==> config.mk <==
export PLATFORM = sky130hd
export DESIGN_NAME = sbs_ctrl
export DESIGN_NICKNAME = d
export VERILOG_FILES = /design/src/design/sbs_pkg.sv /design/src/design/sbs_ctrl.sv
export SDC_FILE = /design/constraint.sdc
export NUM_CORES = 1
export LEC_CHECK = 0
export ABC_AREA = 1
export BUFFER_PORTS_ARGS = -buffer_cell sky130_fd_sc_hd__buf_2
export CAP_MARGIN = 20
export CORE_ASPECT_RATIO = 0.5
export CORE_MARGIN = 4
export CORE_UTILIZATION = 40
export DETAILED_ROUTE_END_ITERATION = 8
export PLACE_DENSITY = 0.59
export SYNTH_ARGS = -nofsm -noshare
export SYNTH_HDL_FRONTEND = slang
export SYNTH_SLANG_ARGS = --single-unit
==> constraint.sdc <==
create_clock -name clk -period 11.2 [get_ports clk]
set_input_delay 1.68 -clock clk [delete_from_list [all_inputs] [get_ports clk]]
set_output_delay 1.68 -clock clk [all_outputs]
set_load 0.05 [all_outputs]
==> src/design/sbs_pkg.sv <==
package sbs_pkg;

  // default sizes, handed down from the top level
  localparam int DEF_WINDOW      = 1024;
  localparam int DEF_CAPACITY    = 256;
  localparam int DEF_HANDLE_BITS = 16;

  // fixed port widths
  localparam int HANDLE_W  = 16;
  localparam int POS_W     = 32;
  localparam int CFG_W     = 32;
  localparam int CFG_IDX_W = 3;

  typedef enum logic [1:0] {
    CMD_PRED = 2'd0,
    CMD_ORF  = 2'd1,
    CMD_EVID = 2'd2,
    CMD_EMIT = 2'd3
  } cmd_t;

  typedef enum logic [2:0] {
    STAT_STORED   = 3'd0,
    STAT_RANGE    = 3'd1,
    STAT_STRAND   = 3'd2,
    STAT_IGNORED  = 3'd3,
    STAT_OVERFLOW = 3'd4,
    STAT_EMITTED  = 3'd5,
    STAT_EMPTY    = 3'd6
  } status_t;

  typedef enum logic [CFG_IDX_W-1:0] {
    REG_WINDOW_START = 3'd0,
    REG_WINDOW_LEN   = 3'd1,
    REG_FWD_ENABLE   = 3'd2,
    REG_RVS_ENABLE   = 3'd3,
    REG_EVID_ENABLE  = 3'd4,
    REG_ORF_ENABLE   = 3'd5,
    REG_GHOST_FLAGS  = 3'd6,
    REG_SEQ_LENGTH   = 3'd7
  } cfg_reg_t;

  typedef enum logic [2:0] {
    PH_IDLE      = 3'd0,
    PH_LEAD_RVS  = 3'd1,
    PH_ITEMS     = 3'd2,
    PH_TRAIL_FWD = 3'd3,
    PH_TRAIL_RVS = 3'd4
  } phase_t;

  typedef enum logic [2:0] {
    S_IDLE   = 3'd0,
    S_DIFF   = 3'd1,
    S_CHECK  = 3'd2,
    S_INSERT = 3'd3,
    S_EMIT   = 3'd4
  } state_t;

  typedef struct packed {
    logic [POS_W-1:0] window_start;
    logic [10:0]      window_len;
    logic             fwd_enable;
    logic             rvs_enable;
    logic             evidence_enable;
    logic             orf_enable;
    logic [1:0]       ghost_flags;
    logic [POS_W-1:0] sequence_length;
  } cfg_t;

  typedef struct packed {
    logic insert;
    logic pop;
  } chain_ctl_t;

endpackage

==> src/design/sbs_ctrl.sv <==
module sbs_ctrl import sbs_pkg::*; #(
  parameter int WINDOW      = DEF_WINDOW,
  parameter int CAPACITY    = DEF_CAPACITY,
  parameter int HANDLE_BITS = DEF_HANDLE_BITS
) (
  input  logic                                    clk,
  input  logic                                    rst,
  input  logic                                    start,
  input  logic [1:0]                              cmd,
  input  logic [POS_W-1:0]                        position,
  input  logic signed [5:0]                       offset,
  input  logic [HANDLE_W-1:0]                     item_handle,
  input  logic                                    strand,
  input  cfg_t                                    cfg,
  input  logic [(HANDLE_BITS < HANDLE_W ? HANDLE_BITS : HANDLE_W)-1:0] head_handle,
  input  logic                                    head_dir,
  output chain_ctl_t                              ctl,
  output logic [$clog2(WINDOW)-1:0]               ins_key,
  output logic [(HANDLE_BITS < HANDLE_W ? HANDLE_BITS : HANDLE_W)-1:0] ins_handle,
  output logic                                    ins_dir,
  output logic                                    busy,
  output logic                                    done,
  output logic [2:0]                              status,
  output logic [HANDLE_W-1:0]                     out_handle,
  output logic                                    out_strand,
  output logic                                    is_marker,
  output logic [POS_W-1:0]                        marker_position,
  output logic                                    last
);

  localparam int KEY_W = $clog2(WINDOW);
  localparam int HS_W  = HANDLE_BITS < HANDLE_W ? HANDLE_BITS : HANDLE_W;
  localparam int CNT_W = $clog2(CAPACITY + 1);
  localparam logic [33:0] WIN_X = 34'(WINDOW);

  state_t           state, state_next;
  phase_t           phase, phase_next;
  logic [CNT_W-1:0] count, count_next;

  cmd_t             cur_cmd;
  logic [POS_W-1:0] cur_pos;
  logic [5:0]       cur_off;
  logic [32:0]      diff;
  logic [KEY_W-1:0] key_hold;

  logic [33:0]      bsum;
  logic [33:0]      bcl;
  logic [33:0]      len_raw;
  logic [33:0]      len_eff;
  logic             is_ev;
  status_t          load_status;

  logic             fire;
  logic             emit_item;
  status_t          r_status;
  logic [HANDLE_W-1:0] r_handle;
  logic             r_dir;
  logic             r_marker;
  logic [POS_W-1:0] r_pos;
  logic             r_last;
  status_t          res_status;

  assign busy    = (state != S_IDLE);
  assign ins_key = key_hold;
  assign status  = res_status;

  // bucket = position - window_start + offset, checked against the window
  always_comb begin
    bsum    = {diff[32], diff} + {{28{cur_off[5]}}, cur_off};
    bcl     = bsum[33] ? '0 : bsum;
    len_raw = {23'b0, cfg.window_len};
    len_eff = (len_raw > WIN_X) ? WIN_X : len_raw;
    is_ev   = (cur_cmd == CMD_EVID);
    if (phase != PH_IDLE || (cur_cmd == CMD_ORF && !cfg.orf_enable) ||
        (is_ev && !cfg.evidence_enable)) begin
      load_status = STAT_IGNORED;
    end else if (is_ev && (diff[32] || bcl >= len_eff)) begin
      load_status = STAT_RANGE;
    end else if (is_ev && (ins_dir ? !cfg.rvs_enable : !cfg.fwd_enable)) begin
      load_status = STAT_STRAND;
    end else if (!is_ev && (bsum[33] || bsum >= len_eff)) begin
      load_status = STAT_RANGE;
    end else if (count == CNT_W'(CAPACITY)) begin
      load_status = STAT_OVERFLOW;
    end else begin
      load_status = STAT_STORED;
    end
  end

  always_ff @(posedge clk) begin
    if (rst) begin
      state <= S_IDLE;
      phase <= PH_IDLE;
      count <= '0;
      done  <= 1'b0;
    end else begin
      state <= state_next;
      phase <= phase_next;
      count <= count_next;
      done  <= fire;
    end
  end

  always_ff @(posedge clk) begin
    if (state == S_IDLE && start) begin
      cur_cmd    <= cmd_t'(cmd);
      cur_pos    <= position;
      cur_off    <= offset;
      ins_handle <= item_handle[HS_W-1:0];
      ins_dir    <= strand;
    end
    if (state == S_DIFF) begin
      diff <= {1'b0, cur_pos} - {1'b0, cfg.window_start};
    end
    if (state == S_CHECK) begin
      key_hold <= bcl[KEY_W-1:0];
    end
    if (fire) begin
      res_status      <= r_status;
      out_handle      <= r_handle;
      out_strand      <= r_dir;
      is_marker       <= r_marker;
      marker_position <= r_pos;
      last            <= r_last;
    end
  end

  always_comb begin
    state_next = state;
    phase_next = phase;
    count_next = count;
    ctl        = '0;
    fire       = 1'b0;
    emit_item  = 1'b0;
    r_status   = STAT_STORED;
    r_handle   = '0;
    r_dir      = 1'b0;
    r_marker   = 1'b0;
    r_pos      = '0;
    r_last     = 1'b0;
    case (state)
      S_IDLE: begin
        if (start) begin
          state_next = (cmd_t'(cmd) == CMD_EMIT) ? S_EMIT : S_DIFF;
        end
      end
      S_DIFF: begin
        state_next = S_CHECK;
      end
      S_CHECK: begin
        if (load_status == STAT_STORED) begin
          state_next = S_INSERT;
        end else begin
          fire       = 1'b1;
          r_status   = load_status;
          state_next = S_IDLE;
        end
      end
      S_INSERT: begin
        ctl.insert = 1'b1;
        count_next = count + CNT_W'(1);
        fire       = 1'b1;
        state_next = S_IDLE;
      end
      S_EMIT: begin
        fire       = 1'b1;
        r_status   = STAT_EMITTED;
        state_next = S_IDLE;
        case (phase)
          PH_IDLE: begin
            if (cfg.ghost_flags[0]) begin
              r_marker   = 1'b1;
              phase_next = PH_LEAD_RVS;
            end else if (count != '0) begin
              emit_item = 1'b1;
            end else if (cfg.ghost_flags[1]) begin
              r_marker   = 1'b1;
              r_pos      = cfg.sequence_length;
              phase_next = PH_TRAIL_RVS;
            end else begin
              r_status = STAT_EMPTY;
            end
          end
          PH_LEAD_RVS: begin
            r_marker = 1'b1;
            r_dir    = 1'b1;
            if (count != '0) begin
              phase_next = PH_ITEMS;
            end else if (cfg.ghost_flags[1]) begin
              phase_next = PH_TRAIL_FWD;
            end else begin
              r_last     = 1'b1;
              phase_next = PH_IDLE;
            end
          end
          PH_ITEMS: begin
            emit_item = 1'b1;
          end
          PH_TRAIL_FWD: begin
            if (cfg.ghost_flags[1]) begin
              r_marker   = 1'b1;
              r_pos      = cfg.sequence_length;
              phase_next = PH_TRAIL_RVS;
            end else begin
              r_status   = STAT_EMPTY;
              phase_next = PH_IDLE;
            end
          end
          PH_TRAIL_RVS: begin
            r_marker   = 1'b1;
            r_dir      = 1'b1;
            r_pos      = cfg.sequence_length;
            r_last     = 1'b1;
            phase_next = PH_IDLE;
          end
          default: begin
            phase_next = PH_IDLE;
          end
        endcase
        if (emit_item) begin
          r_handle   = HANDLE_W'(head_handle);
          r_dir      = head_dir;
          ctl.pop    = 1'b1;
          count_next = count - CNT_W'(1);
          if (count == CNT_W'(1)) begin
            if (cfg.ghost_flags[1]) begin
              phase_next = PH_TRAIL_FWD;
            end else begin
              r_last     = 1'b1;
              phase_next = PH_IDLE;
            end
          end else begin
            phase_next = PH_ITEMS;
          end
        end
      end
      default: begin
        state_next = S_IDLE;
      end
    endcase
  end

endmodule

==> results.cfg, run 1 <==
[finish]
final_nets = 1931
syn2layout_area_growth_pct = 20.5
n_antenna_cell = 0
design_area_um2 = 13700
layout_commonest_cell = nand2_1
final_cell_mix = nand2_1, inv_1, buf_2
drive_above_1_share = 0.181

[clocking]
cts_resized = 0
cts_sinks = 170
clk_latency_ps = 450
cts_root_buf = clkbuf_16
htree_levels = 4
tritoncts = done
clockBufferDepth = 2
path_clk_slew_ps = 70
cts_buffers = 17
cts_hold_buf = 0
postCtsSetupRepairBufs = 0

[global_route]
grt_pass1_wl_um = 50800
grt_use_total = 0.206
grt_remaining_overflow = 0
grt_pass1_vias = 9957
grt_max_degree = 55
antenna_found_initial = 1

[synthesis]
synth-async-reset-ratio = 0
synth_area_um2 = 11400
synth_cell_types = 41
synth_top_area_cell = edfxtp_1
avgSynthCellArea_um2 = 7.97
synth-edff-count = 154
ys.flop_type = edfxtp_1
ys_seq_area_frac = 0.435
syn-instance-count = 1426
synth-seq-cells = 170
synth_top_area_frac = 0.407
synthesis.nets = 1676
yosys-top-cells-area = edfxtp_1, nand2_1, ha_1
yosysWarningCount = 0

[die]
dieWidth_um = 246
row_count = 43
io_pins = 243
core_um2 = 27800
die-area_um2 = 31300
initial_core_util = 0.408
die_h_um = 127

[route]
drtIter0Drc = 728
vias_per_cell = 4.93
top_layer = met4
wl_met1_um = 14700
dr_wl_met2_um = 15300
routed_wl_um = 32400
vias = 10200
drc = 0
ant_nets = 0
wl_met3_um = 1730
wire_per_inst_um = 15.6
drtPass1Iterations = 7

[power_and_ir_drop]
p_leak_uw = 0.00675
ir_worst_vdd_v = 0.000118
power.density_nw_per_um2 = 153

[placed_design]
gp_congestion = 0.971
port_buffers = 242
placed_cell_area_um2 = 13100
post-dp-hpwl_um = 26600

[critical_path]
crit_arrival_ps = 5610
crit_type = reg2reg
cp.required_ps = 11280
crit_top_cell = nand2_1
timing.rr.start = cur_off[5]
critPathMaxStageDelay_ps = 550
endpoint_kind = flop
crit_path_start_kind = flop
crit_slowest_cell = buf_4
critPathTopFamily = simple AND/OR/NAND/NOR gates
startpoint = cur_off[5]
crit_buf_inv = 5
critical_path_peak_fanout = 54

[run_status]
status = finished, final reports clean

[timing]
finalCritPeriodShare = 0.494
hold_viol_final = 0
rsz0062_at_grt = false
worstMarginPinSlew_ps = 740
min_period_ps = 5530
slew_viol_final = 0
fmax_ghz = 0.181
skew_ps = 11.2
max_slew_margin = 0.507
setup_tns_ps = 0
finalSetupViolations = 0
hold_slack_ps = 498

[flow_run]
max_cap_violations = 0

[worst_hold_path]
hp-start = count[7]
hold_class = reg2reg
-- registers in the layout, indices dropped and copies added, names as in the netlist --
name	cells
ins_key	10
out_strand	1
count	9
cur_cmd	2
phase	3
ins_dir	1
state	3
marker_position	32
diff	33
status	3
out_handle	16
last	1
done	1
is_marker	1
cur_pos	32
ins_handle	16
cur_off	6
-- area by class of cell --
type                       instances  area (um^2)
sequential                       170         4940
fill                            2812        14100
clock buffer                      17          425
timing repair buffer             249         1260
clock inverter                    15          194
multi-input combinational        970         5360
tap                              382          478
inverter                         273         1020
-- where the power goes --
group / internal [uW] / switching, uW
logic: 213 / 466
registers: 759 / 17.8
clock network: 342 / 290
-- logic make-up (layout without fill, tap and decap cells) --
group	count (synthesis)	in the layout	synth area share
xor gates and xnor gates	39	39	0.0301
buffers and inverters	286	554	0.0945
DFF	170	170	0.435
AOI/OAI and AO/OA	171	171	0.0849
and+or+nand+nor	668	668	0.253
adders and majority gates	92	92	0.103
-- worst register-to-register path: cells and delay by family (launching register included) --
kind,cells,cell delay (ps)
fa+ha+maj,2,740
simple gates,28,2670
flops,1,360
compound gates,1,160
buf+inv,5,1190
-- worst paths after layout --
path | endpoint | slack [ps] | cells after the start
setup / recovery | is_marker | 5670 | 36
hold / removal | count[7] | 500 | 1
setup reg to reg | is_marker | 5670 | 36
hold reg to reg | count[7] | 500 | 1
-- routing by layer --
layer | vias to the layer above | track usage
li1 | 5179 | -
met1 | 4769 | 0.273
met2 | 257 | 0.346
met3 | 39 | 0.0388
met4 | 0 | 0.0653
met5 | - | 0
-- synth_stat cells (all sizes together), types with 5 or more instances --
cell      n
a21boi    5
nor4      5
dfxtp    16
nor3     16
inv     272
edfxtp  154
xor2     27
ha       90
o21ai    38
a31oi    15
nand3    64
nand4    22
o21bai    6
xnor2    12
nand2   372
nor2    151
clkbuf   13
nor3b    33
a21oi    90
-- through the flow --
stage,utilization,total power [uW],cells,worst slack [ps]
after floorplan,-,1270,1426,5620
after global placement,0.470,1460,2044,5720
after detailed placement,0.470,1460,2044,5680
after CTS,0.492,2100,2076,5710
after global routing,0.492,2210,2076,5130
final,0.492,2090,2076,5670
Note: power is estimated with default switching activity, not from simulation.
==> inputs of run 2 (changes only) <==
PLACE_DENSITY = 0.61   (was 0.59)
clock period = 4.4 ns   (was 11.2 ns; I/O delays follow)
==> run 2 against run 1 <==
Register-to-register slack got worse by 5800 ps; largest cell class unchanged; critical path type unchanged; die area unchanged; the flow now finishes with violations (setup timing); cell area up 12%; non-clock buffer count is 125 higher; sequential power rose to 2.5 times the previous value; setup slack worse by 5800 ps; total power grew to 2.7 times the previous value; routed wire length up 3.0%; combinational power increased to 3.2 times the previous value; hold slack got worse by 110 ps; maximum frequency up 21%; first-iteration DRC count down 15%.
==> results.cfg, run 2 (same netlist as run 1, synthesis figures left out) <==
[run_status]
status = finished, violations left
failed_checks = setup timing

[critical_path]
endpoint_kind = flop
cp.required_ps = 4610
timing.rr.start = cur_off[5]
crit_arrival_ps = 4780
critPathMaxStageDelay_ps = 540
ff2ff_setup_slack_ps = -170
crit_slowest_cell = edfxtp_1
crit_type = reg2reg
crit_path_start_kind = flop
critical_path_peak_fanout = 7
crit_top_cell = nand2_1
reg2reg_depth = 37
r2r-end = marker_position[25]

[clocking]
cts_hold_buf = 0
clockBufferDepth = 2
path_clk_slew_ps = 70
clk_latency_ps = 450
cts_buffers = 17
tritoncts = done
cts_root_buf = clkbuf_16
htree_levels = 4
cts_sinks = 170

[flow_run]
max_cap_violations = 0

[timing]
slew_viol_final = 0
hold_slack_ps = 386
max_slew_margin = 0.375
fmax_ghz = 0.219
worstMarginPinSlew_ps = 935
rsz0062_at_grt = true
setup_tns_ps = -8030
worst_slack_ps = -170
hold_viol_final = 0
min_period_ps = 4570
skew_ps = 12.2
finalCritPeriodShare = 1.04
finalSetupViolations = 55

[die]
die-area_um2 = 31300
core_um2 = 27800
io_pins = 243
row_count = 43
dieWidth_um = 246
die_h_um = 127
initial_core_util = 0.408

[finish]
top_register = diff
final_cell_mix = nand2_1, inv_1, buf_2
fin_cells = 2205
seqCellArea_um2 = 4940
num-fill-cells = 2584
largest_reg_flops = 33
multi_input_area_um2 = 6020
design_area_um2 = 15400
layout_commonest_cell = nand2_1
drive_above_1_share = 0.285
final_nets = 2056
reg_top3 = diff x33, cur_pos x32, marker_position x32
syn2layout_area_growth_pct = 35.6

[worst_hold_path]
hp-start = item_handle[15]
hold_depth = 1
min_to = ins_handle[15]
hold_class = in2reg

[global_route]
grt_remaining_overflow = 0
antenna_found_initial = 4
grt_max_degree = 47
grt_use_total = 0.202
grt_pass1_vias = 9707
grt_pass1_wl_um = 49400

[route]
routed_wl_um = 33400
drc = 0
drtPass1Iterations = 5
ant_nets = 0
wire_per_inst_um = 15.2
vias = 10500
drtIter0Drc = 620
vias_per_cell = 4.78

[power_and_ir_drop]
power.density_nw_per_um2 = 365
ir_worst_vdd_v = 0.000309
p_leak_uw = 0.00744

[placed_design]
post-dp-hpwl_um = 26300
place_inst = 2139
gp_congestion = 0.929
port_buffers = 242
placed_cell_area_um2 = 13800
## run 2: cell count changes in the layout (fill, tap and decap cells not counted), moves of 5 or more
cell	change
nand2_4	+6
ha_4	+29
nand2_2	+18
ha_1	-30
inv_8	-5
a21oi_1	-6
nor2_2	+9
buf_4	+106
nor2_4	+8
nand2_1	-25
buf_6	+8
nor2_1	-17
## run 2: cell type report
class / instances / area share
inverter: 273 / 0.0667
antenna: 4 / 0.000650
clock inverter: 13 / 0.00739
sequential: 170 / 0.321
tap: 382 / 0.0310
multi-input combinational: 970 / 0.391
timing repair buffer: 374 / 0.154
clock buffer: 19 / 0.0281
## run 2: what timing repair did
item | 4_1_cts | 5_1_grt
buffers inserted | 6 | 18
endpoints found under the setup margin | 55 | 60
cloned | 1 | 6
pin swaps | 5 | 48
gates resized for setup | 24 | 103
## run 2: worst max-delay path by stage
stage                                      to       start  cells after the start  slack (ps)
after floorplan                     is_marker  cur_off[5]                     35        -240
after global routing       marker_position[6]  cur_off[5]                     36        -430
after CTS                 marker_position[17]  cur_off[5]                     35         -30
after detailed placement                 last  cur_off[5]                     33        -250
final                     marker_position[25]  cur_off[5]                     37        -170
after global placement    marker_position[27]  cur_off[5]                     32        -180
## run 2: layer usage
layer	up-vias	wire, um	share of wire	track usage
met1	4838	15100	0.45	0.268
met3	50	1410	0.042	0.0384
met2	218	16200	0.49	0.338
li1	5426	-	-	-
met5	-	0	0	0
met4	0	725	0.022	0.0650
## run 2: through the flow
stage          utilization  total power [uW]  setup WS, ps
2_1_floorplan            -              3230          -245
3_3_place_gp         0.497              3890          -180
3_5_place_dp         0.497              3900          -247
4_1_cts              0.523              5390         -27.0
5_1_grt              0.554              5970          -429
6_report             0.554              5620          -170
## run 2: worst max-delay path: cells and delay by family, from the launching register on
| kind | cells | cell delay [ps] |
|---|---|---|
| buf+inv | 7 | 930 |
| flops | 1 | 540 |
| compound gates | 2 | 170 |
| simple gates | 26 | 2150 |
| fa+ha+maj | 2 | 530 |
## run 2: where the power goes
part	switching (uW)	internal, uW	total (uW)
clock	694	740	1430
sequential	50.4	1930	1980
combinational	1320	879	2200
total	2070	3550	5620
