===== config.mk =====
export PLATFORM = sky130hd
export DESIGN_NAME = sbs_cell
export DESIGN_NICKNAME = d
export VERILOG_FILES = /design/src/design/sbs_pkg.sv /design/src/design/sbs_cell.sv
export SDC_FILE = /design/constraint.sdc
export NUM_CORES = 1
export LEC_CHECK = 0
export ABC_CLOCK_PERIOD_IN_PS = 3000
export BUFFER_PORTS_ARGS = -buffer_cell sky130_fd_sc_hd__buf_4
export CAP_MARGIN = 5
export CORE_MARGIN = 8
export CORE_UTILIZATION = 41
export CTS_BUF_LIST = sky130_fd_sc_hd__clkbuf_4 sky130_fd_sc_hd__clkbuf_8
export DETAILED_ROUTE_END_ITERATION = 10
export PLACE_DENSITY = 0.77
export SYNTH_ARGS = -nofsm -noshare
export SYNTH_HDL_FRONTEND = slang
export SYNTH_SLANG_ARGS = --single-unit
export TNS_END_PERCENT = 20

===== constraint.sdc =====
create_clock -name clk -period 3 [get_ports clk]
set_input_delay 0.6 -clock clk [delete_from_list [all_inputs] [get_ports clk]]
set_output_delay 0.6 -clock clk [all_outputs]
set_load 0.02 [all_outputs]

===== src/design/sbs_pkg.sv =====
package sbs_pkg;

  // default sizes, handed down from the top level
  localparam int DEF_WINDOW      = 1024;
  localparam int DEF_CAPACITY    = 256;
  localparam int DEF_HANDLE_BITS = 16;

  // fixed port widths
  localparam int HANDLE_W  = 16;
  localparam int POS_W     = 32;
  localparam int CFG_W     = 32;
  localparam int CFG_IDX_W = 3;

  typedef enum logic [1:0] {
    CMD_PRED = 2'd0,
    CMD_ORF  = 2'd1,
    CMD_EVID = 2'd2,
    CMD_EMIT = 2'd3
  } cmd_t;

  typedef enum logic [2:0] {
    STAT_STORED   = 3'd0,
    STAT_RANGE    = 3'd1,
    STAT_STRAND   = 3'd2,
    STAT_IGNORED  = 3'd3,
    STAT_OVERFLOW = 3'd4,
    STAT_EMITTED  = 3'd5,
    STAT_EMPTY    = 3'd6
  } status_t;

  typedef enum logic [CFG_IDX_W-1:0] {
    REG_WINDOW_START = 3'd0,
    REG_WINDOW_LEN   = 3'd1,
    REG_FWD_ENABLE   = 3'd2,
    REG_RVS_ENABLE   = 3'd3,
    REG_EVID_ENABLE  = 3'd4,
    REG_ORF_ENABLE   = 3'd5,
    REG_GHOST_FLAGS  = 3'd6,
    REG_SEQ_LENGTH   = 3'd7
  } cfg_reg_t;

  typedef enum logic [2:0] {
    PH_IDLE      = 3'd0,
    PH_LEAD_RVS  = 3'd1,
    PH_ITEMS     = 3'd2,
    PH_TRAIL_FWD = 3'd3,
    PH_TRAIL_RVS = 3'd4
  } phase_t;

  typedef enum logic [2:0] {
    S_IDLE   = 3'd0,
    S_DIFF   = 3'd1,
    S_CHECK  = 3'd2,
    S_INSERT = 3'd3,
    S_EMIT   = 3'd4
  } state_t;

  typedef struct packed {
    logic [POS_W-1:0] window_start;
    logic [10:0]      window_len;
    logic             fwd_enable;
    logic             rvs_enable;
    logic             evidence_enable;
    logic             orf_enable;
    logic [1:0]       ghost_flags;
    logic [POS_W-1:0] sequence_length;
  } cfg_t;

  typedef struct packed {
    logic insert;
    logic pop;
  } chain_ctl_t;

endpackage


===== src/design/sbs_cell.sv =====
module sbs_cell import sbs_pkg::*; #(
  parameter int KEY_W = $clog2(DEF_WINDOW),
  parameter int HS_W  = DEF_HANDLE_BITS
) (
  input  logic             clk,
  input  logic             rst,
  input  chain_ctl_t       ctl,
  input  logic [KEY_W-1:0] ins_key,
  input  logic [HS_W-1:0]  ins_handle,
  input  logic             ins_dir,
  input  logic             left_valid,
  input  logic             left_mv,
  input  logic [KEY_W-1:0] left_key,
  input  logic [HS_W-1:0]  left_handle,
  input  logic             left_dir,
  input  logic             right_valid,
  input  logic [KEY_W-1:0] right_key,
  input  logic [HS_W-1:0]  right_handle,
  input  logic             right_dir,
  output logic             valid,
  output logic [KEY_W-1:0] key,
  output logic [HS_W-1:0]  handle,
  output logic             dir,
  output logic             mv
);

  logic take_ins;
  logic take_left;

  // entry moves right on insert when empty or strictly later bucket (keeps ties stable)
  assign mv        = !valid || (key > ins_key);
  assign take_ins  = ctl.insert && mv && !left_mv;
  assign take_left = ctl.insert && mv && left_mv;

  always_ff @(posedge clk) begin
    if (rst) begin
      valid <= 1'b0;
    end else if (take_ins) begin
      valid <= 1'b1;
    end else if (take_left) begin
      valid <= left_valid;
    end else if (ctl.pop) begin
      valid <= right_valid;
    end
  end

  always_ff @(posedge clk) begin
    if (take_ins) begin
      key    <= ins_key;
      handle <= ins_handle;
      dir    <= ins_dir;
    end else if (take_left) begin
      key    <= left_key;
      handle <= left_handle;
      dir    <= left_dir;
    end else if (ctl.pop) begin
      key    <= right_key;
      handle <= right_handle;
      dir    <= right_dir;
    end
  end

endmodule


==> results of run 1 <==
## where the power goes
| group | internal [mW] | leakage (nW) | switching [mW] |
|---|---|---|---|
| clock | 0.104 | 0.0262 | 0.122 |
| combinational | 0.384 | 1.22 | 0.428 |
| sequential | 0.554 | 0.282 | 0.0359 |
## area by class of cell
type / instances / area share (%)
Multi-Input combinational cell: 153 / 36.61
Inverter: 41 / 4.873
Sequential cell: 28 / 25.89
Timing Repair Buffer: 121 / 28.30
Clock buffer: 4 / 1.520
Tap cell: 72 / 2.807
## per-stage QoR
stage,total power [mW],hold slack [ns]
final,1.628,0.5935
after floorplan,1.107,0.7263
after global routing,1.737,0.5943
after global placement,1.397,0.6475
after CTS,1.653,0.5760
after detailed placement,1.420,0.6421
## cells in the mapped netlist
cell,n
inv_1,40
o21ai_0,38
nand2b_1,28
a221o_1,27
edfxtp_1,27
mux2_2,18
nand2_1,13
ha_1,10
clkbuf_1,8
a21o_1,3
a21oi_1,3
buf_4,2
buf_6,2
nand4_1,2
nor2_1,2
o21a_1,2
a2111oi_4,1
a2bb2oi_2,1
a31oi_1,1
a32o_1,1
buf_12,1
buf_2,1
dfxtp_1,1
inv_4,1
mux2i_1,1
nor3_1,1
nor3_2,1
## layout by cell type, fill, tap and decap left out, types with 10 or more instances in the layout
| master | n |
|---|---|
| nand2b_1 | 28 |
| a221o_1 | 27 |
| nand2_1 | 13 |
| buf_4 | 121 |
| inv_1 | 40 |
| edfxtp_1 | 27 |
| o21ai_0 | 38 |
| mux2_2 | 18 |
| ha_1 | 10 |
## worst min-delay path: cells and delay by family
kind                   cells  cell delay, ns
buffers and inverters      1            0.08
AOI/OAI and AO/OA          1            0.10
and+or+nand+nor            1            0.05
## cells by family after synthesis
kind of cell               synth area share [%]
AOI/OAI and AO/OA                         25.43
buffers and inverters                     11.07
and+or+nand+nor                           11.52
DFF                                       36.95
muxes                                     9.460
adders and majority gates                 5.565
## state kept, by name, summed over array words and instances, names as in the netlist
signal,flops
handle,16
dir,1
valid,1
key,10
## path summary, 6_finish.rpt
path | start | endpoint | slack [ns] | depth (start not counted)
worst max-delay path | ins_key[9] | mv | 0.13 | 9
worst min-delay path | left_valid | valid$_SDFFE_PP0P_ | 0.59 | 3
worst max register to register | key[9]$_DFFE_PP_ | key[1]$_DFFE_PP_ | 0.55 | 7
worst min register to register | valid$_SDFFE_PP0P_ | valid$_SDFFE_PP0P_ | 0.66 | 3
## routing by layer
layer / track usage [%] / wire length (µm) / part of all wire (%)
met3: 4.073 / 424 / 6.3
met4: 4.161 / 41 / 0.61
met1: 17.41 / 2678 / 40
met5: 0 / 0 / 0
met2: 31.10 / 3564 / 53
==> metrics.cfg, run 1 <==
[sta]
fmax_mhz=348.3
fin_crit_sh_pct=95.70
fin_worst_skew_ns=0.009374
final-hold-violation-count=0
fin_ws_ns=0.1291
setup_viol=0
slew_viol_final=0
tightest_slew_ns=0.4376
post-route-min-period_ns=2.871
slew_headroom_pct=70.82
rsz0062_at_grt=false
tns_ns=0

[job]
maxCapViolCount=0

[finish]
regArea_um2=830.8
layout.nets=446
areaGrowthSynthToFinish_pct=42.74
diodes=0
fin_util_pct=59.38
final_layout_size_suffix_gt1_share_pct=42.36
fin_area_um2=3209
multi_input_area_um2=1175
layout.cells.non_filler=419
fillCellCount=510

[power_and_ir_drop]
ir_worst_vdd_mv=0.2169
p_leak_nw=1.527
powerDensity_nw_per_um2=507.1

[clocking]
cts_setup_buffers=0
cts.sinks=28
clk_path_buf_depth=2
cts_tree=yes
ctsHoldBuffers=0
cts_made_buffers=3
post_cts_resized=0
path_clk_slew_ns=0.09
clock_latency_ns=0.28
htreeDepth=1
root_buffer=clkbuf_8

[detailed_routing]
via_count=2136
drtIter0Drc=71
dr.pass1.iters=4
antenna_left=0
drc=0
wl_mm=6.710
avgRoutedWirePerCell_um=16.01
vias_per_cell=5.098

[worst_setup_path]
cp_max_fo=3
slowest_stage=a2111oi_4
crit_top_cell=buf_4
required_ns=2.40
path_class=input pin to output pin
crit_path_end_kind=output pin
cp.arrival_ns=2.27
crit_buf_inv=4
cp_cell_sequence=buf_4 -> inv_1 -> ha_1 -> a21oi_1 -> o21ai_0 -> a2111oi_4 -> o21a_1 -> inv_4 -> buf_4
cp_top_family=compound AO/OA/AOI/OAI gates
cp-start-kind=input pin
slowest_delay_ns=0.43

[synthesis]
ys_seq_elements=28
yosys_warnings=0
avgSynthCellArea_um2=9.527
synth_seq_area_share_pct=36.95
yosysTopAreaCell=edfxtp_1
ys_types=27
netlist_area_um2=2248
yosysTopAreaCellShare_pct=36.06
ys_top_cells_by_area=edfxtp_1 36%, a221o_1 12%, mux2_2 9.0%, o21ai_0 8.5%, nand2b_1 7.8%
netlist_instances=236
syn_nets=334

[placement]
numPlacedInstances=415
gp_congestion=0.7329
placed_cell_area_um2=3161
dp_hpwl_mm=5.127
numPortBuffers=116
dp_slack_ns=0.1250

[global_routing]
grt_antenna_before_repair=0
grt_max_degree=38
overflow=0
grt_pass1_wl_mm=11.21
grt_pass1_vias=2335
grt_use_total_pct=16.36

[floorplanning]
pin_count=117
rows=27
die_area_um2=8110
die_w_um=90.06
fp.dieH_um=90.06
coreArea_um2=5405
initial_core_util_pct=41.60

[status]
status=finished, final reports clean

[min_path]
hold_path_class=input pin to flop

No activity file was read; power rests on OpenSTA's default activity.
==> inputs of run 2 (changes only) <==
--- a/config.mk
+++ b/config.mk
@@ -9,10 +9,10 @@
 export BUFFER_PORTS_ARGS = -buffer_cell sky130_fd_sc_hd__buf_4
 export CAP_MARGIN = 5
 export CORE_MARGIN = 8
-export CORE_UTILIZATION = 41
+export CORE_UTILIZATION = 43
 export CTS_BUF_LIST = sky130_fd_sc_hd__clkbuf_4 sky130_fd_sc_hd__clkbuf_8
 export DETAILED_ROUTE_END_ITERATION = 10
-export PLACE_DENSITY = 0.77
+export PLACE_DENSITY = 0.8
 export SYNTH_ARGS = -nofsm -noshare
 export SYNTH_HDL_FRONTEND = slang
 export SYNTH_SLANG_ARGS = --single-unit
==> metrics.cfg, run 2 (synthesis gave the netlist of run 1 again) <==
[status]
status=finished, final reports clean

[floorplanning]
rows=26
initial_core_util_pct=44.30
coreArea_um2=5075
pin_count=117
die_w_um=88.31
fp.dieH_um=88.31
die_area_um2=7799

[detailed_routing]
avgRoutedWirePerCell_um=16.44
antenna_left=0
via_count=2162
wl_mm=6.874
vias_per_cell=5.172
dr.pass1.iters=4
drc=0
drtIter0Drc=97

[worst_setup_path]
crit_path_end_kind=output pin
required_ns=2.40
r2r_cells=7
path_class=input pin to output pin
slowest_stage=ha_1
cp_cell_sequence=buf_4 -> inv_1 -> ha_1 -> nand4_1 -> nor2_1 -> a32o_1 -> o21a_1 -> inv_4 -> buf_4
crit_buf_inv=4
cp_max_fo=3
cp.arrival_ns=2.17
cp_top_family=compound AO/OA/AOI/OAI gates
crit_top_cell=buf_4
slowest_delay_ns=0.32
path_depth=9
cp-start-kind=input pin

[clocking]
cts.sinks=28
cts_setup_buffers=0
htreeDepth=1
ctsHoldBuffers=0
clock_latency_ns=0.27
post_cts_resized=0
clk_path_buf_depth=2
path_clk_slew_ns=0.10
root_buffer=clkbuf_8
cts_made_buffers=3
cts_tree=yes

[global_routing]
overflow=0
grt_max_degree=38
grt_pass1_wl_mm=10.76
grt_use_total_pct=17.38
met3_usage_pct=3.621
busiest_layer=met2
grt_pass1_vias=2318
grtUsageMet2_pct=34.08
grt_antenna_before_repair=0
met1_usage_pct=18.11

[min_path]
worstHoldPathCells=3
hold_path_class=input pin to flop

[power_and_ir_drop]
p_leak_nw=1.533
total_power_mw=1.636
ir_worst_vdd_mv=0.2696
powerDensity_nw_per_um2=509.0

[finish]
top_regs=handle (16), key (10)
final_common_cell=buf_4
final_cell_mix=122 x buf_4, 40 x inv_1, 38 x o21ai_0
largest_reg_flops=16
diodes=0
fin_util_pct=63.34
final_layout_size_suffix_gt1_share_pct=42.53
areaGrowthSynthToFinish_pct=42.96
top_register=handle
layout.nets=447

[sta]
tightest_slew_ns=0.8414
rsz0062_at_grt=false
setup_viol=0
post-route-min-period_ns=2.773
fin_worst_skew_ns=0.008052
slew_headroom_pct=43.91
fin_crit_sh_pct=92.44
final-hold-violation-count=0
fmax_mhz=360.6
slew_viol_final=0
tns_ns=0

[placement]
gp_congestion=0.7281
dp_hpwl_mm=5.395
numPortBuffers=116

[job]
maxCapViolCount=0

[run 2: changes by cell type in the layout (fill, tap and decap cells not counted), sizes merged]
| cell | change |
|---|---|
| buf | +1 |
[run 2: final cells by class]
type | instances | area, µm²
Inverter | 41 | 156.4
Multi-Input combinational cell | 153 | 1175
Timing Repair Buffer | 122 | 915.9
Clock buffer | 4 | 48.80
Tap cell | 70 | 87.58
Sequential cell | 28 | 830.8
Fill cell | 454 | 1861
[run 2: power breakdown]
group	total (mW)	internal, mW	leakage (nW)	switching, mW
clock	0.226	0.104	0.0262	0.122
sequential	0.591	0.554	0.282	0.0370
combinational	0.820	0.390	1.22	0.429
total	1.64	1.05	1.53	0.588
[run 2: worst reg2reg max path, delay by kind of cell, from the launching register on]
kind | cells | cell delay (ns)
AOI/OAI and AO/OA | 3 | 0.95
adders and majority gates | 1 | 0.33
buffers and inverters | 1 | 0.25
DFF | 1 | 0.43
and+or+nand+nor | 2 | 0.22
[run 2: path summary, 6_finish.rpt]
path / slack [ns] / start / end
setup / recovery: 0.23 / ins_key[9] / mv
hold / removal: 0.57 / left_valid / valid$_SDFFE_PP0P_
setup reg to reg: 0.59 / key[5]$_DFFE_PP_ / handle[14]$_DFFE_PP_
hold reg to reg: 0.66 / valid$_SDFFE_PP0P_ / valid$_SDFFE_PP0P_
[run 2: per-layer routing]
layer  wire length (µm)  vias up
met4                 99        0
li1                   -     1077
met3                387        6
met5                  0        -
met1               2631     1009
met2               3755       70
[run 2: through the flow]
| stage | cell area (µm²) | hold slack (ns) | setup slack (ns) | cells |
|---|---|---|---|---|
| 2_1_floorplan | 2248 | 0.7263 | 0.04832 | 236 |
| 3_3_place_gp | 3166 | 0.6450 | 0.2516 | 414 |
| 3_5_place_dp | 3166 | 0.6541 | 0.2238 | 414 |
| 4_1_cts | 3214 | 0.5686 | 0.2161 | 418 |
| 5_1_grt | 3214 | 0.5768 | 0.1105 | 418 |
| 6_report | 3214 | 0.5675 | 0.2267 | 418 |
==> inputs of run 3 (changes only) <==
--- a/config.mk
+++ b/config.mk
@@ -6,13 +6,13 @@
 export NUM_CORES = 1
 export LEC_CHECK = 0
 export ABC_CLOCK_PERIOD_IN_PS = 3000
-export BUFFER_PORTS_ARGS = -buffer_cell sky130_fd_sc_hd__buf_4
 export CAP_MARGIN = 5
 export CORE_MARGIN = 8
-export CORE_UTILIZATION = 43
+export CORE_UTILIZATION = 50
 export CTS_BUF_LIST = sky130_fd_sc_hd__clkbuf_4 sky130_fd_sc_hd__clkbuf_8
 export DETAILED_ROUTE_END_ITERATION = 10
-export PLACE_DENSITY = 0.8
+export DONT_BUFFER_PORTS = 1
+export PLACE_DENSITY = 0.68
 export SYNTH_ARGS = -nofsm -noshare
 export SYNTH_HDL_FRONTEND = slang
 export SYNTH_SLANG_ARGS = --single-unit
==> metrics.cfg, run 3 (synthesis gave the netlist of run 1 again) <==
[clocking]
post_cts_resized=0
clock_latency_ns=0.27
ctsHoldBuffers=0
cts_made_buffers=3
clk_path_buf_depth=2
cts.sinks=28
root_buffer=clkbuf_8
cts_tree=yes
htreeDepth=1
path_clk_slew_ns=0.10

[placement]
dp_hpwl_mm=4.407
numPlacedInstances=282
dp_slack_ns=0.1975
gp_congestion=0.7417
numPortBuffers=0

[detailed_routing]
dr.pass1.iters=4
antenna_left=0
via_count=1766
vias_per_cell=6.132
drtIter0Drc=98
avgRoutedWirePerCell_um=20.41
drc=0
wl_mm=5.878

[global_routing]
grt_antenna_before_repair=0
grt_use_total_pct=16.27
grt_pass1_vias=1877
grt_pass1_wl_mm=9.308
grt_max_degree=38
overflow=0

[status]
status=finished, final reports clean

[worst_setup_path]
cp.arrival_ns=2.24
cp-start-kind=flop
slowest_stage=edfxtp_1
slowest_delay_ns=0.52
required_ns=2.40
cp_cell_sequence=ha_1 -> nand4_1 -> nor2_1 -> a2111oi_4 -> o21a_1 -> inv_4 -> buf_4
crit_path_end_kind=output pin
path_class=flop to output pin
cp_max_fo=3

[finish]
largest_reg_flops=16
layout.cells.non_filler=288
areaGrowthSynthToFinish_pct=4.563
top_regs=handle (16), key (10)
final_common_cell=inv_1
fin_util_pct=53.99
top_register=handle
layout.nets=335
diodes=0
final_layout_size_suffix_gt1_share_pct=15.25
final_cell_mix=40 x inv_1, 38 x o21ai_0, 28 x nand2b_1

[sta]
rsz0062_at_grt=false
slew_headroom_pct=71.27
final-hold-violation-count=0
post-route-min-period_ns=2.837
tns_ns=0
fmax_mhz=352.5
slew_viol_final=0
fin_worst_skew_ns=0.001657
setup_viol=0
tightest_slew_ns=0.4265
fin_ws_ns=0.1632
fin_crit_sh_pct=94.56

[power_and_ir_drop]
powerDensity_nw_per_um2=603.6
total_power_mw=1.419
p_leak_nw=0.9948
ir_worst_vdd_mv=0.2369

[floorplanning]
fp.dieH_um=83.06
rows=24
die_w_um=83.06
coreArea_um2=4354
pin_count=117
die_area_um2=6899
initial_core_util_pct=51.64

[job]
maxCapViolCount=0

[min_path]
hold_path_class=input pin to flop

## run 3: final timing paths
kind	startpoint	end	slack (ns)	cells after the start
min reg2reg	valid$_SDFFE_PP0P_	valid$_SDFFE_PP0P_	0.77	3
max	key[8]$_DFFE_PP_	mv	0.16	7
max reg2reg	key[8]$_DFFE_PP_	key[8]$_DFFE_PP_	0.48	8
min	left_valid	valid$_SDFFE_PP0P_	0.49	2
## run 3: what timing repair did
item,CTS,global route
endpoints found under the hold margin,0,0
setup endpoints to repair,0,1
setup buffers,0,2
## run 3: area by class of cell
class / count / area (µm²)
well taps: 52 / 65.06
clock buffers: 4 / 48.80
multi-input cells: 153 / 1175
repair buffers: 10 / 75.07
flip-flops and latches: 28 / 830.8
inverters: 41 / 156.4
fillers: 395 / 2003
## run 3: report_power, final
part	switching, mW	total [mW]	internal [mW]
Combinational	0.248	0.475	0.226
Clock	0.118	0.223	0.104
Sequential	0.161	0.722	0.561
Total	0.527	1.42	0.892
## run 3: critical path, delay by kind of cell (launching register included)
kind,cells,cell delay (ns)
compound gates,2,0.67
flops,1,0.52
fa+ha+maj,1,0.34
simple gates,2,0.23
buf+inv,2,0.20
## run 3: stage by stage
| step | hold slack, ns | cell area (µm²) |
|---|---|---|
| 2_1_floorplan | 0.7263 | 2248 |
| 3_3_place_gp | 0.7592 | 2287 |
| 3_5_place_dp | 0.7594 | 2287 |
| 4_1_cts | 0.4870 | 2336 |
| 5_1_grt | 0.5018 | 2351 |
| 6_report | 0.4896 | 2351 |
## run 3: metal layers
layer  wire, µm  share of wire [%]  track usage [%]  vias up
met1       2245                 38            16.91      828
li1           -                  -                -      854
met2       2956                 50            29.42       80
met5          0                  0                0        -
met3        604                 10            6.348        4
met4         72                1.2            4.473        0
